--- config.mk ---
export PLATFORM = sky130hd
export DESIGN_NAME = bmhq_ram
export DESIGN_NICKNAME = d
export VERILOG_FILES = /design/src/rtl/bmhq_ram.sv
export SDC_FILE = /design/constraint.sdc
export NUM_CORES = 1
export LEC_CHECK = 0
export BUFFER_PORTS_ARGS = -buffer_cell sky130_fd_sc_hd__buf_2
export CORE_ASPECT_RATIO = 2
export CORE_MARGIN = 4
export CORE_UTILIZATION = 40
export CTS_CLUSTER_DIAMETER = 30
export CTS_CLUSTER_SIZE = 12
export DETAILED_ROUTE_END_ITERATION = 12
export GPL_ROUTABILITY_DRIVEN = 0
export PLACE_DENSITY = 0.53
export SYNTH_ARGS = -nofsm -noshare
export SYNTH_HDL_FRONTEND = slang
export SYNTH_SLANG_ARGS = --single-unit
--- constraint.sdc ---
create_clock -name clk_i -period 4.8 [get_ports clk_i]
set_clock_uncertainty 0.2 [all_clocks]
set_input_delay 0.72 -clock clk_i [delete_from_list [all_inputs] [get_ports clk_i]]
set_output_delay 0.72 -clock clk_i [all_outputs]
set_load 0.1 [all_outputs]
--- src/rtl/bmhq_ram.sv ---
`timescale 1ns / 1ps

// One write port, two registered read ports.
module bmhq_ram #(
  parameter int WIDTH = 8,
  parameter int DEPTH = 16
) (
  input  logic                     clk_i,
  input  logic                     we_i,
  input  logic [$clog2(DEPTH)-1:0] waddr_i,
  input  logic [WIDTH-1:0]         wdata_i,
  input  logic [$clog2(DEPTH)-1:0] raddr_a_i,
  output logic [WIDTH-1:0]         rdata_a_o,
  input  logic [$clog2(DEPTH)-1:0] raddr_b_i,
  output logic [WIDTH-1:0]         rdata_b_o
);

  logic [WIDTH-1:0] mem_q [DEPTH];
  logic [WIDTH-1:0] rdata_a_q;
  logic [WIDTH-1:0] rdata_b_q;

  always_ff @(posedge clk_i) begin
    if (we_i) begin
      mem_q[waddr_i] <= wdata_i;
    end
    rdata_a_q <= mem_q[raddr_a_i];
    rdata_b_q <= mem_q[raddr_b_i];
  end

  assign rdata_a_o = rdata_a_q;
  assign rdata_b_o = rdata_b_q;

endmodule

==> impl_metrics.env <==
export IMPL_mappedNetlistArea_um2=6350
export IMPL_synthSimpleGateAreaFrac=0.0343
export IMPL_drt_vias_per_instance=5.81
export IMPL_rows=64
export IMPL_crit_path_max_fanout=21
export IMPL_routed_wirelength_mm=14.9
export IMPL_cts_buffers_inserted=17
export IMPL_layout_cells_most_common_list="128 x sky130_fd_sc_hd__edfxtp_1, 37 x sky130_fd_sc_hd__buf_2, 34 x sky130_fd_sc_hd__mux4_2"
export IMPL_cap_viol_max_count=0
export IMPL_max_freq_mhz=390
export IMPL_fraction_of_the_yosys_area_taken_by_sequential_cells=0.656
export IMPL_grt_antenna_before_repair=0
export IMPL_cts_sink_count=144
export IMPL_required_ns=4.90
export IMPL_vdd_ir_drop_worst_mv=0.265
export IMPL_post_synth_inst_count=307
export IMPL_cts_post_setup_buffers_inserted=0
export IMPL_post_synth_xor_area_fraction=0
export IMPL_globalRouteTotalUtil=0.175
export IMPL_main_combinational_cell_family_by_area_after_synthesis="multiplexers"
export IMPL_detailroute_via_count=3254
export IMPL_layout_cells_sized_above_1=0.301
export IMPL_worst_r2r_path_depth=3
export IMPL_crit_path_end_kind="flip-flop"
export IMPL_synth_yosys_warnings=0
export IMPL_io_buffer_count=37
export IMPL_synth_seq_cells=144
export IMPL_share_of_cell_area_taken_by_muxes_after_synthesis=0.244
export IMPL_globalRouteMet2Util=0.325
export IMPL_timing_slew_headroom=0.290
export IMPL_timing_final_setup_violations=0
export IMPL_grt_start_max_net_pins=33
export IMPL_number_of_global_route_vias_before_repair=3613
export IMPL_slew_viol_final=0
export IMPL_grt_first_pass_wirelength_mm=22.6
export IMPL_power_density_cell_area_nw_per_um2=416
export IMPL_hold_class="in2reg"
export IMPL_drt_drc_violations_left=0
export IMPL_ctsHtreeMaxLevel=4
export IMPL_worst_r2r_endpoint="rdata_b_o[7]$_DFF_P_"
export IMPL_final_hold_viol_count=0
export IMPL_detailedRoute_firstIterationViolations=217
export IMPL_mostFrequentLayoutCell="sky130_fd_sc_hd__edfxtp_1"
export IMPL_timing_worst_slew_pin_value_ns=1.06
export IMPL_multi_input_comb_area_um2=2010
export IMPL_post_synth_fa_ha_maj_area_fraction=0
export IMPL_worst_ep_arrival_time_ns=2.67
export IMPL_drt_antenna_violating_nets=0
export IMPL_cts_resized=0
export IMPL_post_synth_num_cell_types=20
export IMPL_tritoncts="built"
export IMPL_globalRouteMet3Util=0.0284
export IMPL_worst_hold_slack_across_all_endpoints_ns=0.486
export IMPL_area_growth_syn_to_layout_pct=13.8
export IMPL_globalRoute_busiestLayer="met2"
export IMPL_worst_skew_pair_later_pin_latency_ns=0.42
export IMPL_cts_hold_buffers_added=0
export IMPL_dpl_hpwl_mm=10.0
export IMPL_path_clk_slew_ns=0.06
export IMPL_worstSetupStartpoint="raddr_b_i[0]"
export IMPL_synth_net_count=329
export IMPL_grt_overflow_total=0
export IMPL_run_status="completed"
export IMPL_final_min_period_over_clock_period=0.535
export IMPL_reg2reg_setup_slack_ns=3.11
export IMPL_finish_net_count=371
export IMPL_antenna_diode_count=0
export IMPL_average_footprint_of_a_synthesized_cell_um2=20.7
export IMPL_setup_repair_after_global_routing_missed_its_margin="false"
export IMPL_synth_top_cell_by_area="sky130_fd_sc_hd__edfxtp_1"
export IMPL_floorplan_die_area_um2=18100
export IMPL_floorplan_initialDensity=0.411
export IMPL_placeableCoreArea_um2=15500
export IMPL_drtPass1Iterations=5
export IMPL_clock_tree_buffer_depth=2
export IMPL_synth_largest_type_area_fraction=0.606
export IMPL_groute_layer_met1_usage=0.202
export IMPL_wl_per_cell_um=26.6
export IMPL_netlist_top_cells_area="sky130_fd_sc_hd__edfxtp_1 61%, sky130_fd_sc_hd__mux4_2 12%, sky130_fd_sc_hd__mux4_1 12%"
export IMPL_sequential_cell_area_um2=4160
export IMPL_setup_tns_ns=0
export IMPL_top_level_ports=38
export IMPL_root_cell_of_the_clock_tree="sky130_fd_sc_hd__clkbuf_16"
export IMPL_setup_worst_path_start_class="input pin"
export IMPL_capture_point_of_the_worst_path="rdata_b_o[2]$_DFF_P_"
export IMPL_synthesized_area_fraction_occupied_by_ao_oa_aoi_and_oai_cells=0.0379
export IMPL_layout_filler_cells=1302
export IMPL_r2r_start="mem_q[3][7]$_DFFE_PP_"
export IMPL_crit_type="in2reg"
export IMPL_die_width_um=97.1
export IMPL_p_leak_nw=2.45
export IMPL_die_height_um=186
export IMPL_timing_final_crit_period_ns=2.57
-- synth_stat cells (all sizes together) --
library cell,number
a22oi,32
and2,2
and2b,2
buf,14
clkdlybuf4s25,6
dfxtp,16
edfxtp,128
mux4,64
nand2,17
nand2b,2
nand3,1
nand3b,2
nor2,14
nor2b,2
nor3,4
or3b,1
-- flip-flops by register name (all words and copies together), names as in the netlist --
signal	count
rdata_b_o	8
rdata_a_o	8
mem_q	128
-- routing by layer --
metal,up-vias,share of wire
met1,1726,0.37
met3,23,0.031
met4,0,0.020
met5,-,0
met2,80,0.58
li1,1425,-
-- layout make-up --
type	count	area share
Sequential cell	144	0.576
Multi-Input combinational cell	143	0.278
Timing Repair Buffer	43	0.0319
Tap cell	198	0.0343
Clock inverter	13	0.0192
Clock buffer	19	0.0599
-- through the flow --
stage | utilization | cell area, um^2 | power, mW | worst slack, ns | cells
2_1_floorplan | - | 6350 | 1.68 | 2.39 | 307
3_3_place_gp | 0.430 | 6650 | 1.76 | 1.76 | 528
3_5_place_dp | 0.430 | 6650 | 1.76 | 1.77 | 528
4_1_cts | 0.467 | 7220 | 3.03 | 2.19 | 560
5_1_grt | 0.467 | 7220 | 3.11 | 2.04 | 560
6_report | 0.467 | 7220 | 3.00 | 2.23 | 560
-- worst max-delay path, stage by stage --
cell and delay [ns]:
sky130_fd_sc_hd__buf_2 0.59, sky130_fd_sc_hd__buf_4 0.38, sky130_fd_sc_hd__mux4_1 0.59, sky130_fd_sc_hd__a22oi_1 0.27, sky130_fd_sc_hd__nand2_1 0.09
-- worst min path at each step --
stage / startpoint / endpoint / slack, ns / cells past startpoint
5_1_grt: wdata_i[0] / mem_q[4][0]$_DFFE_PP_ / 0.48 / 1
3_5_place_dp: mem_q[12][0]$_DFFE_PP_ / rdata_a_o[0]$_DFF_P_ / 0.49 / 3
3_3_place_gp: mem_q[12][0]$_DFFE_PP_ / rdata_a_o[0]$_DFF_P_ / 0.48 / 3
4_1_cts: wdata_i[0] / mem_q[6][0]$_DFFE_PP_ / 0.46 / 1
2_1_floorplan: mem_q[7][1]$_DFFE_PP_ / rdata_a_o[1]$_DFF_P_ / 0.45 / 3
6_report: wdata_i[0] / mem_q[4][0]$_DFFE_PP_ / 0.49 / 1
-- power by group --
group	switching [mW]	internal, mW	total [mW]
clock	0.507	0.765	1.27
combinational	0.224	0.0909	0.315
sequential	0.0128	1.40	1.42
total	0.744	2.26	3.00
-- cells by family after synthesis --
family | count (synthesis)
flip-flops | 144
multiplexers | 64
AND/OR/NAND/NOR | 47
AO/OA/AOI/OAI | 32
buffers and inverters | 20
(Power assumes the default switching activity.)
